$ cat src/sv/ack_retransmit_queue_macros.svh
// Assertion macros used by the ack retransmit queue datapath.
// Depends on nothing; included by the modules that carry assertions.
`ifndef ACK_RETRANSMIT_QUEUE_MACROS_SVH
`define ACK_RETRANSMIT_QUEUE_MACROS_SVH

// Check that b holds in the same cycle as a.
`define ARQ_ASSERT_SAME(label, clk, rst, a, b, msg) \
  label: assert property (@(posedge clk) disable iff (rst) (a) |-> (b)) else $error(msg);

// Check that b holds in the cycle after a.
`define ARQ_ASSERT_NEXT(label, clk, rst, a, b, msg) \
  label: assert property (@(posedge clk) disable iff (rst) (a) |=> (b)) else $error(msg);

`endif

$ cat src/sv/arq_pkg.sv
// Package for the ack retransmit queue: sizes, codes and the
// controller/datapath command and status types. Depends on nothing.
package arq_pkg;

  localparam int QUEUE_DEPTH = 8;
  localparam int IDX_W = (QUEUE_DEPTH > 1) ? $clog2(QUEUE_DEPTH) : 1;
  localparam int CNT_W = $clog2(QUEUE_DEPTH + 1);

  localparam logic [31:0] ACK_TIMEOUT_RESET = 32'd1000;
  localparam logic [7:0]  RETRY_LIMIT_RESET = 8'd3;

  typedef enum logic [1:0] {
    OP_ENQUEUE = 2'd0,
    OP_ACK     = 2'd1,
    OP_TICK    = 2'd2
  } op_t;

  typedef enum logic [2:0] {
    K_QUEUED    = 3'd0,
    K_FULL      = 3'd1,
    K_ACKED     = 3'd2,
    K_UNMATCHED = 3'd3,
    K_RETRY     = 3'd4,
    K_TICK_DONE = 3'd5
  } kind_t;

  typedef enum logic {
    REG_ACK_TIMEOUT = 1'b0,
    REG_RETRY_LIMIT = 1'b1
  } cfg_reg_t;

  typedef enum logic [2:0] {
    S_IDLE,
    S_ENQ,
    S_ACK,
    S_TICK,
    S_RETRY,
    S_FINAL
  } state_t;

  typedef struct packed {
    logic [31:0] seq;
    logic [15:0] packet;
    logic [7:0]  dest;
    logic [31:0] sent;
    logic [7:0]  retries;
  } entry_t;

  typedef struct packed {
    logic  load;
    logic  idx_clr;
    logic  idx_inc;
    logic  enq_write;
    logic  remove;
    logic  drop_inc;
    logic  retry;
    logic  emit;
    kind_t kind;
    logic  last;
  } dp_cmd_t;

  typedef struct packed {
    logic idx_end;
    logic full;
    logic match;
    logic expired;
    logic limit_hit;
  } dp_status_t;

endpackage

$ cat src/sv/arq_ctrl.sv
// Controller state machine for the ack retransmit queue.
// Depends on arq_pkg; drives the datapath through arq_pkg::dp_cmd_t.
module arq_ctrl (
  input  logic                clk,
  input  logic                rst,
  input  logic                start,
  input  logic [1:0]          op,
  input  arq_pkg::dp_status_t status,
  output arq_pkg::dp_cmd_t    cmd,
  output logic                busy
);

  arq_pkg::state_t state, state_next;
  arq_pkg::kind_t  kind, kind_next;

  always_ff @(posedge clk) begin
    if (rst) begin
      state <= arq_pkg::S_IDLE;
      kind  <= arq_pkg::K_QUEUED;
    end else begin
      state <= state_next;
      kind  <= kind_next;
    end
  end

  always_comb begin
    state_next = state;
    kind_next  = kind;
    cmd        = '0;
    cmd.kind   = kind;
    case (state)
      arq_pkg::S_IDLE: begin
        cmd.load = start;
        if (start) begin
          case (arq_pkg::op_t'(op))
            arq_pkg::OP_ENQUEUE: state_next = arq_pkg::S_ENQ;
            arq_pkg::OP_ACK: begin
              cmd.idx_clr = 1'b1;
              state_next  = arq_pkg::S_ACK;
            end
            arq_pkg::OP_TICK: begin
              cmd.idx_clr = 1'b1;
              state_next  = arq_pkg::S_TICK;
            end
            default: state_next = arq_pkg::S_IDLE;
          endcase
        end
      end
      arq_pkg::S_ENQ: begin
        if (status.full) begin
          kind_next = arq_pkg::K_FULL;
        end else begin
          cmd.enq_write = 1'b1;
          kind_next     = arq_pkg::K_QUEUED;
        end
        state_next = arq_pkg::S_FINAL;
      end
      arq_pkg::S_ACK: begin
        if (status.idx_end) begin
          kind_next  = arq_pkg::K_UNMATCHED;
          state_next = arq_pkg::S_FINAL;
        end else if (status.match) begin
          cmd.remove = 1'b1;
          kind_next  = arq_pkg::K_ACKED;
          state_next = arq_pkg::S_FINAL;
        end else begin
          cmd.idx_inc = 1'b1;
        end
      end
      arq_pkg::S_TICK: begin
        if (status.idx_end) begin
          kind_next  = arq_pkg::K_TICK_DONE;
          state_next = arq_pkg::S_FINAL;
        end else if (status.expired) begin
          if (status.limit_hit) begin
            cmd.remove   = 1'b1;
            cmd.drop_inc = 1'b1;
          end else begin
            cmd.retry  = 1'b1;
            state_next = arq_pkg::S_RETRY;
          end
        end else begin
          cmd.idx_inc = 1'b1;
        end
      end
      arq_pkg::S_RETRY: begin
        cmd.emit    = 1'b1;
        cmd.kind    = arq_pkg::K_RETRY;
        cmd.last    = 1'b0;
        cmd.idx_inc = 1'b1;
        state_next  = arq_pkg::S_TICK;
      end
      arq_pkg::S_FINAL: begin
        cmd.emit   = 1'b1;
        cmd.kind   = kind;
        cmd.last   = 1'b1;
        state_next = arq_pkg::S_IDLE;
      end
      default: state_next = arq_pkg::S_IDLE;
    endcase
  end

  assign busy = (state != arq_pkg::S_IDLE);

endmodule

$ cat src/sv/arq_datapath.sv
// Datapath for the ack retransmit queue: entry table, scan index, totals,
// configuration registers and the result register. Depends on arq_pkg.
`include "ack_retransmit_queue_macros.svh"

module arq_datapath (
  input  logic                 clk,
  input  logic                 rst,
  input  arq_pkg::dp_cmd_t     cmd,
  output arq_pkg::dp_status_t  status,
  input  logic [31:0]          seq_num,
  input  logic [15:0]          packet_tag,
  input  logic [7:0]           dest_id,
  input  logic [31:0]          now_ms,
  input  logic                 cfg_write,
  input  logic                 cfg_index,
  input  logic [31:0]          cfg_data,
  output logic                 result_valid,
  output logic [2:0]           kind,
  output logic [31:0]          seq_out,
  output logic [15:0]          packet_out,
  output logic [7:0]           dest_out,
  output logic [3:0]           pending_count,
  output logic [31:0]          retries_total,
  output logic [31:0]          drops_total,
  output logic                 last
);

  arq_pkg::entry_t               table_q [arq_pkg::QUEUE_DEPTH];
  logic [arq_pkg::CNT_W-1:0]     count;
  logic [arq_pkg::CNT_W-1:0]     idx;
  logic [31:0]                   seq_l;
  logic [15:0]                   pkt_l;
  logic [7:0]                    dest_l;
  logic [31:0]                   now_l;
  logic [31:0]                   ack_timeout;
  logic [7:0]                    retry_limit;
  logic [31:0]                   retry_cnt;
  logic [31:0]                   drop_cnt;
  arq_pkg::entry_t               cur;
  logic [31:0]                   elapsed;

  assign cur     = table_q[idx[arq_pkg::IDX_W-1:0]];
  assign elapsed = now_l - cur.sent;

  assign status.idx_end   = (idx >= count);
  assign status.full      = (count >= arq_pkg::CNT_W'(arq_pkg::QUEUE_DEPTH));
  assign status.match     = (cur.seq == seq_l);
  assign status.expired   = (elapsed > ack_timeout);
  assign status.limit_hit = (cur.retries >= retry_limit);

  always_ff @(posedge clk) begin
    if (cmd.load) begin
      seq_l  <= seq_num;
      pkt_l  <= packet_tag;
      dest_l <= dest_id;
      now_l  <= now_ms;
    end
    if (cmd.enq_write) begin
      table_q[count[arq_pkg::IDX_W-1:0]] <= '{seq: seq_l, packet: pkt_l, dest: dest_l,
                                              sent: now_l, retries: 8'd0};
    end
    if (cmd.remove) begin
      for (int j = 0; j < arq_pkg::QUEUE_DEPTH - 1; j++) begin
        if (arq_pkg::CNT_W'(j) >= idx) begin
          table_q[j] <= table_q[j + 1];
        end
      end
    end
    if (cmd.retry) begin
      table_q[idx[arq_pkg::IDX_W-1:0]].retries <= cur.retries + 8'd1;
      table_q[idx[arq_pkg::IDX_W-1:0]].sent    <= now_l;
    end
  end

  always_ff @(posedge clk) begin
    if (rst) begin
      count <= '0;
      idx   <= '0;
    end else begin
      if (cmd.enq_write) begin
        count <= count + arq_pkg::CNT_W'(1);
      end else if (cmd.remove) begin
        count <= count - arq_pkg::CNT_W'(1);
      end
      if (cmd.idx_clr) begin
        idx <= '0;
      end else if (cmd.idx_inc) begin
        idx <= idx + arq_pkg::CNT_W'(1);
      end
    end
  end

  always_ff @(posedge clk) begin
    if (rst) begin
      retry_cnt   <= '0;
      drop_cnt    <= '0;
      ack_timeout <= arq_pkg::ACK_TIMEOUT_RESET;
      retry_limit <= arq_pkg::RETRY_LIMIT_RESET;
    end else begin
      if (cmd.retry) begin
        retry_cnt <= retry_cnt + 32'd1;
      end
      if (cmd.drop_inc) begin
        drop_cnt <= drop_cnt + 32'd1;
      end
      if (cfg_write) begin
        case (arq_pkg::cfg_reg_t'(cfg_index))
          arq_pkg::REG_ACK_TIMEOUT: ack_timeout <= cfg_data;
          arq_pkg::REG_RETRY_LIMIT: retry_limit <= cfg_data[7:0];
          default: ;
        endcase
      end
    end
  end

  always_ff @(posedge clk) begin
    if (rst) begin
      result_valid <= 1'b0;
    end else begin
      result_valid <= cmd.emit;
    end
  end

  always_ff @(posedge clk) begin
    if (cmd.emit) begin
      kind          <= cmd.kind;
      last          <= cmd.last;
      pending_count <= 4'(count);
      retries_total <= retry_cnt;
      drops_total   <= drop_cnt;
      case (cmd.kind)
        arq_pkg::K_RETRY: begin
          seq_out    <= cur.seq;
          packet_out <= cur.packet;
          dest_out   <= cur.dest;
        end
        arq_pkg::K_TICK_DONE: begin
          seq_out    <= '0;
          packet_out <= '0;
          dest_out   <= '0;
        end
        default: begin
          seq_out    <= seq_l;
          packet_out <= '0;
          dest_out   <= '0;
        end
      endcase
    end
  end

  `ARQ_ASSERT_SAME(a_count_bound, clk, rst, 1'b1, count <= arq_pkg::CNT_W'(arq_pkg::QUEUE_DEPTH), "entry count beyond depth")
  `ARQ_ASSERT_SAME(a_retry_not_last, clk, rst, result_valid && kind == arq_pkg::K_RETRY, !last, "retry result marked last")
  `ARQ_ASSERT_NEXT(a_enq_grows, clk, rst, cmd.enq_write, count == $past(count) + arq_pkg::CNT_W'(1), "enqueue did not add an entry")
  `ARQ_ASSERT_SAME(a_enq_not_full, clk, rst, cmd.enq_write, !status.full, "write into a full table")

endmodule

$ cat src/sv/ack_retransmit_queue.sv
// Enqueue goes through S_ENQ and S_FINAL, then the registered strobe; acknowledge scans the
// table for a match, tick scans all of it, each retry strobe registered from S_RETRY after its check.
// The scan takes one entry per cycle except where a retry or a drop holds it; start is taken only while idle.
// Synchronous active-high reset empties the table, clears totals and restores the registers.
// The strobe is not held off by the receiver; configuration is always ready.
// Depends on arq_pkg, arq_ctrl and arq_datapath.
module ack_retransmit_queue (
  input  logic        clk,
  input  logic        rst,
  input  logic        start,
  output logic        busy,
  input  logic [1:0]  op,
  input  logic [31:0] seq_num,
  input  logic [15:0] packet_tag,
  input  logic [7:0]  dest_id,
  input  logic [31:0] now_ms,
  input  logic        cfg_valid,
  output logic        cfg_ready,
  input  logic        cfg_index,
  input  logic [31:0] cfg_data,
  output logic        result_valid,
  output logic [2:0]  kind,
  output logic [31:0] seq_out,
  output logic [15:0] packet_out,
  output logic [7:0]  dest_out,
  output logic [3:0]  pending_count,
  output logic [31:0] retries_total,
  output logic [31:0] drops_total,
  output logic        last
);

  arq_pkg::dp_cmd_t    cmd;
  arq_pkg::dp_status_t status;

  assign cfg_ready = 1'b1;

  arq_ctrl u_ctrl (
    .clk    (clk),
    .rst    (rst),
    .start  (start),
    .op     (op),
    .status (status),
    .cmd    (cmd),
    .busy   (busy)
  );

  arq_datapath u_datapath (
    .clk           (clk),
    .rst           (rst),
    .cmd           (cmd),
    .status        (status),
    .seq_num       (seq_num),
    .packet_tag    (packet_tag),
    .dest_id       (dest_id),
    .now_ms        (now_ms),
    .cfg_write     (cfg_valid && cfg_ready),
    .cfg_index     (cfg_index),
    .cfg_data      (cfg_data),
    .result_valid  (result_valid),
    .kind          (kind),
    .seq_out       (seq_out),
    .packet_out    (packet_out),
    .dest_out      (dest_out),
    .pending_count (pending_count),
    .retries_total (retries_total),
    .drops_total   (drops_total),
    .last          (last)
  );

endmodule
$ cat config.mk
export PLATFORM = sky130hd
export DESIGN_NAME = ack_retransmit_queue
export DESIGN_NICKNAME = d
export VERILOG_FILES = /design/src/sv/arq_pkg.sv /design/src/sv/arq_ctrl.sv /design/src/sv/arq_datapath.sv /design/src/sv/ack_retransmit_queue.sv
export VERILOG_INCLUDE_DIRS = /design/src /design/src/sv
export SDC_FILE = /design/constraint.sdc
export NUM_CORES = 2
export LEC_CHECK = 0
export ABC_CLOCK_PERIOD_IN_PS = 28600
export BUFFER_PORTS_ARGS = -buffer_cell sky130_fd_sc_hd__buf_2
export CORE_MARGIN = 2
export CORE_UTILIZATION = 40
export DETAILED_ROUTE_END_ITERATION = 7
export PLACE_DENSITY_LB_ADDON = 0.12
export RECOVER_POWER = 25
export SLEW_MARGIN = 10
export SYNTH_ARGS = -nofsm -noshare
export SYNTH_HDL_FRONTEND = slang
export SYNTH_SLANG_ARGS = --single-unit
$ cat constraint.sdc
create_clock -name clk -period 28.6 [get_ports clk]
set_input_delay 1.43 -clock clk [delete_from_list [all_inputs] [get_ports clk]]
set_output_delay 1.43 -clock clk [all_outputs]
set_load 0.02 [all_outputs]
Word level (Yosys, flattened, before mapping)

Memories as Yosys holds them, arrays and structs flattened. A register that Yosys moved wholly into a read port is not among the register bits.
Cells that the tools add are included.

Register bits after elaboration: 335
Latch bits: 0
Memory bits (writable): 768
Bits in read-only memories: 0
Word-level logic and storage cells: 137
Memories kept: 1

Memory list:

| name               | words | bits a word | read ports | clocked after memory_dff | wr ports | line               | text |
|---|---|---|---|---|---|---|---|
| u_datapath.table_q | 8     | 96          | 8          | 1                        | 7        | arq_datapath.sv:28 | `arq_pkg::entry_t table_q [arq_pkg::QUEUE_DEPTH];` |

Add/sub/neg operators: 7
Multipliers: 0
Div/mod/pow operators: 0
Magnitude comparators: 11
Eq/ne operators: 15
Shift-type cells: 0
Mux-type cells: 68
Bitwise logic cells: 1
Reduce and logical (&&, ||, !) cells: 13

Operators by type and width:

| cell                                                                  | count |
|---|---|
| 96-bit two-way mux                                                    | 2 |
| 96-bit OR reduction                                                   | 2 |
| 32-bit by 1-bit adder with 32-bit output, second input constant       | 2 |
| 32-bit case mux with 2 select lines                                   | 1 |
| 3-bit two-way mux                                                     | 15 |
| 1-bit two-way mux                                                     | 38 |
| 32-bit equality test                                                  | 1 |
| 32-bit > comparator                                                   | 1 |
| 32-bit subtractor                                                     | 1 |
| 3-bit case mux with 5 select lines                                    | 1 |
| 3-bit equality test, second input constant                            | 4 |
| 3-bit by 4-bit >= comparator with 1-bit output, first input constant  | 3 |
| 5-bit case mux with 2 select lines                                    | 1 |
| 3-bit inequality test, second input constant                          | 3 |
| 3-bit case mux with 3 select lines                                    | 1 |
| 4-bit by 1-bit adder with 4-bit output, second input constant         | 2 |
| 8-bit by 1-bit adder with 8-bit output, second input constant         | 1 |
| 1-bit by 4-bit >= comparator with 1-bit output, first input constant  | 2 |
| 2-bit by 4-bit >= comparator with 1-bit output, first input constant  | 2 |
| 8-bit >= comparator                                                   | 1 |
| 2-bit two-way mux                                                     | 4 |
| 4-bit two-way mux                                                     | 2 |
| 3-bit by 2-bit equality test with 1-bit output, second input constant | 2 |
| 2-bit case mux with 3 select lines                                    | 1 |
| 18 further kinds                                                      | 22 |

Logic depth before layout (Yosys ltp)

Word-level depth: 10
Gate-level depth with buffers: 35
Depth with buffers taken out: 26

Cells and area by module

A second synthesis with hierarchy kept.

Cells, all modules: 3933
Area total of the unflattened synthesis: 52272.6 µm²

Modules (own cells, without submodules):

| module               | times used | cells each | area each (µm²) |
|---|---|---|---|
| arq_datapath         | 1          | 3865       | 51767.1 |
| arq_ctrl             | 1          | 66         | 494.2 |
| ack_retransmit_queue | 1          | 2          | 11.3 |

Least setup slack after synthesis

No wires, ideal clock.

Path type: reg-to-reg
Start: register (tool-made name)
End: memory u_datapath.table_q[4][40] in the netlist's numbering, enable pin
Setup time: 0.547 ns
Data arrival time: 11.446 ns
Data required time: 28.053 ns
Path slack: 16.607 ns
Stages on the path, launching flop included: 34
Clock period less this slack: 11.993 ns
Cell sequence: dfxtp_1 > buf_2 > buf_2 > buf_2 > buf_2 > buf_2 > clkbuf_1 > buf_1 > mux4_2 > mux2i_1 > ha_1 > clkbuf_1 > a2111o_1 > a221oi_1 > o21ai_0 > a211oi_1 > nor3_1 > a211o_1 > a21oi_1 > xnor2_1 > ha_1 > nand4_1 > inv_1 > nand4_1 > nor3_1 > nor3_1 > o221ai_1 > clkbuf_1 > nand2_1 > clkbuf_1 > clkbuf_1 > a21oi_1 > o21bai_1 > o21ai_0

RTL lines:

| what      | line |
|---|---|
| to (decl) | arq_datapath.sv:28 |

==> flow_metrics.py <==
metrics = {
    "run_status": {
        "outcome": "complete, but fails checks",
        "violations": "max-capacitance violations, max-slew violations",
    },
    "cells_and_area": {
        "final_common_cell": "edfxtp_1",
        "finalNonFillerCells": 5539,
        "final_cell_mix": "984 x edfxtp_1, 615 x mux2_2, 213 x nand2_1, 181 x clkbuf_1, 179 x mux2i_1",
        "final_cell_area_um2": 59800,
        "fin_nets": 3914,
        "antennaDiodeCount": 0,
        "layout-drive-gt1-share_pct": 30.8,
        "syn_to_final_growth_pct": 13.9,
    },
    "synthesis": {
        "synth_top_family_by_area": "multiplexers",
        "syn_inst": 3446,
        "synthArstFlopShare_pct": 0,
        "avgSynthCellArea_um2": 15.2,
        "yosysSeqAreaShare_pct": 60.9,
        "ys_types": 70,
        "synth_flop_cell": "edfxtp_1",
        "syn_area_um2": 52500,
        "synth-adder-area-share_pct": 2.15,
        "synth_warnings": 0,
        "synth_seq_cells": 1106,
        "synth_mux_area_share_pct": 24.0,
        "synth_edf_count": 984,
        "synth-simple-area-share_pct": 4.85,
        "synth_compound_area_share_pct": 3.82,
        "synth_xor_xnor_area_share_pct": 1.72,
        "synthesis.nets": 3662,
    },
    "pwr": {
        "power.density_nw_per_um2": 90.6,
        "leakage_uw": 0.0198,
        "peakVddDrop_v": 0.0000576,
    },
    "timing": {
        "fin_skew_ns": 0.0307,
        "holdWs_ns": 0.448,
        "setup_violations": 0,
        "setup_slack_ns": 17.62,
        "relSlewSlack_pct": -198,
        "rsz0062_at_grt": "no",
        "fin_setup_tns_ns": 0,
        "finalHoldViolCount": 0,
        "min_period_over_period_pct": 38.4,
        "fmax_ghz": 0.0911,
        "drv_slew": 427,
        "fin_crit_ns": 10.98,
        "worstMarginPinSlew_ns": 4.44,
    },
    "detailed_routing": {
        "viasPerCell": 5.49,
        "drt_iter0_drc": 2042,
        "route.detailed.drc": 0,
        "antenna_left": 0,
        "dr.pass1.iters": 5,
        "drt-wirelength-per-cell_um": 25.1,
        "wirelength_mm": 139,
        "num_vias": 30400,
    },
    "critical_path": {
        "critPathArrivalTime_ns": 11.34,
        "reg2reg_to": "u_datapath.table_q[2][54]$_DFFE_PP_",
        "crit_top_cell": "buf_4",
        "criticalPathCategory": "flip-flop to flip-flop",
        "cp-start-kind": "flip-flop",
        "slowest_stage": "a21o_4",
        "path_max_fanout": 100,
        "regToRegSetupSlack_ns": 17.62,
        "cp_slowest_stage_delay_ns": 0.86,
        "crit_path_end_kind": "flip-flop",
        "crit_required_ns": 28.97,
        "r2r_cells": 28,
    },
    "floorplan": {
        "coreArea_um2": 130000,
        "rows": 132,
        "initial_core_util_pct": 40.4,
        "die_w_um": 366,
        "io_pins": 258,
        "die_area_um2": 134000,
        "fp.dieH_um": 366,
    },
    "global_routing": {
        "grt_overflow": 0,
        "grt_max_degree": 101,
        "grt_use_total_pct": 20.7,
        "grt_pass1_wl_mm": 210,
        "grt_pass1_vias": 31600,
        "antenna_found_initial": 6,
    },
    "placement": {
        "post-place-cells": 5307,
        "pre_cts_ws_ns": 17.48,
        "placed_area_um2": 55800,
        "dp_hpwl_mm": 81.0,
        "portBuffers": 256,
        "place.gp.congestion": 0.802,
    },
    "clock_tree": {
        "htree_levels": 4,
        "cts.path.max_buffers": 3,
        "cts_made_buffers": 131,
        "clkSinkCount": 1106,
        "cts_root_buffer": "clkbuf_16",
        "clkLatencyLatePin_ns": 0.76,
        "path_clk_slew_ns": 0.06,
        "cts_setup_buffers": 0,
        "cts_tree": "done",
        "ctsResizeCount": 0,
        "cts_hold_buf": 0,
    },
    "worst_hold_path": {
        "worstHoldStart": "u_datapath.drop_cnt[31]$_SDFFE_PP0N_",
        "hold_path_end": "u_datapath.drops_total[31]$_DFFE_PN_",
        "hold_class": "flip-flop to flip-flop",
        "whs_path_depth": 0,
    },
    "flow_run": {
        "cap_violations": 8,
    },
}
==> worst max-delay path by stage <==
stage	startpoint	end	slack (ns)	cells past startpoint
6_report	flip-flop	u_datapath.table_q[2][54]$_DFFE_PP_	17.62	28
5_1_grt	flip-flop	u_datapath.table_q[2][55]$_DFFE_PP_	16.73	28
4_1_cts	flip-flop	u_datapath.table_q[2][51]$_DFFE_PP_	17.43	28
3_5_place_dp	flip-flop	u_datapath.table_q[2][57]$_DFFE_PP_	17.48	28
3_3_place_gp	flip-flop	u_datapath.table_q[2][56]$_DFFE_PP_	17.59	28
2_1_floorplan	flip-flop	u_datapath.table_q[4][40]$_DFFE_PP_	16.61	33
==> per-stage QoR <==
step	util [%]	total power, uW
after floorplan	-	3310
after global placement	43.0	3820
after detailed placement	43.0	3830
after CTS	46.2	5500
after global routing	46.1	5720
final	46.1	5420
==> state kept, by name (all words and copies together), names as in the netlist, 8 cells and up, named ones only <==
register / flops
u_datapath.now_l: 32
u_datapath.drop_cnt: 32
u_datapath.retries_total: 32
u_datapath.retry_limit: 8
u_datapath.packet_out: 16
u_datapath.dest_out: 8
u_datapath.drops_total: 32
u_datapath.ack_timeout: 32
u_datapath.retry_cnt: 32
u_datapath.table_q: 768
u_datapath.dest_l: 8
u_datapath.pkt_l: 16
u_datapath.seq_l: 32
u_datapath.seq_out: 32
==> report_power, final <==
group / leakage, uW / internal [uW] / switching, uW
sequential: 0.00989 / 2090 / 103
combinational: 0.00791 / 653 / 927
clock: 0.00204 / 977 / 673
==> cell families (layout without fill, tap and decap cells) <==
group	count (synthesis)	in the layout
buffers and inverters	318	669
other	1	1
xor gates and xnor gates	103	103
DFF	1106	1106
AOI/OAI and AO/OA	305	305
muxes	972	972
and+or+nand+nor	552	552
adders and majority gates	89	89
==> cell usage after synthesis (3+ instances only) <==
cell	count	area (um^2)
clkbuf_1	107	402
o21ai_0	66	330
and2_1	12	75.1
a31oi_1	3	18.8
edfxtp_1	984	29500
nand2b_1	15	93.8
a221oi_1	5	43.8
a211oi_1	9	67.6
nor4_1	9	56.3
mux4_2	169	3810
nor3_1	27	135
o21bai_1	5	37.5
nand3b_1	5	37.5
a32o_1	3	30.0
a31o_2	8	70.1
mux2_2	615	6930
a22o_1	14	123
xor2_1	42	368
a311oi_1	4	35.0
xnor2_1	61	534
mux2_1	9	101
ha_1	87	1090
buf_1	23	86.3
nor2_1	137	514
a21oi_1	89	445
and4_1	3	26.3
o31ai_1	7	52.6
inv_1	129	484
a211o_1	8	70.1
or3_1	16	100
a21o_1	36	270
buf_4	7	52.6
nor2b_1	20	125
nand2_1	214	803
buf_2	50	250
a22oi_1	17	128
dfxtp_1	122	2440
and3_1	18	113
o21a_1	5	37.5
nand4_1	31	194
mux2i_1	179	1790
nand3_1	36	180
==> critical path: cells and delay by family (launching register included) <==
family / cells / cell delay [ns]
mux: 2 / 0.86
fa+ha+maj: 3 / 0.71
simple gates: 4 / 0.89
buf+inv: 5 / 2.59
flops: 1 / 0.63
xor+xnor: 1 / 0.15
compound gates: 13 / 4.61
==> metal layers <==
metal | global-route usage [%] | up-vias | part of all wire [%]
met5 | 0 | - | 0
met4 | 5.79 | 0 | 2.1
met3 | 2.82 | 189 | 4.0
met2 | 34.0 | 698 | 48
met1 | 28.7 | 15700 | 46
li1 | - | 13800 | -
==> layout make-up <==
class / instances / area, um^2
flip-flops and latches: 1106 / 32000
inverters: 129 / 485
fillers: 11600 / 70000
multi-input cells: 2022 / 19400
clock buffers: 176 / 3560
clock inverters: 56 / 627
well taps: 1742 / 2180
repair buffers: 308 / 1500
No activity file was read; power rests on OpenSTA's default activity.
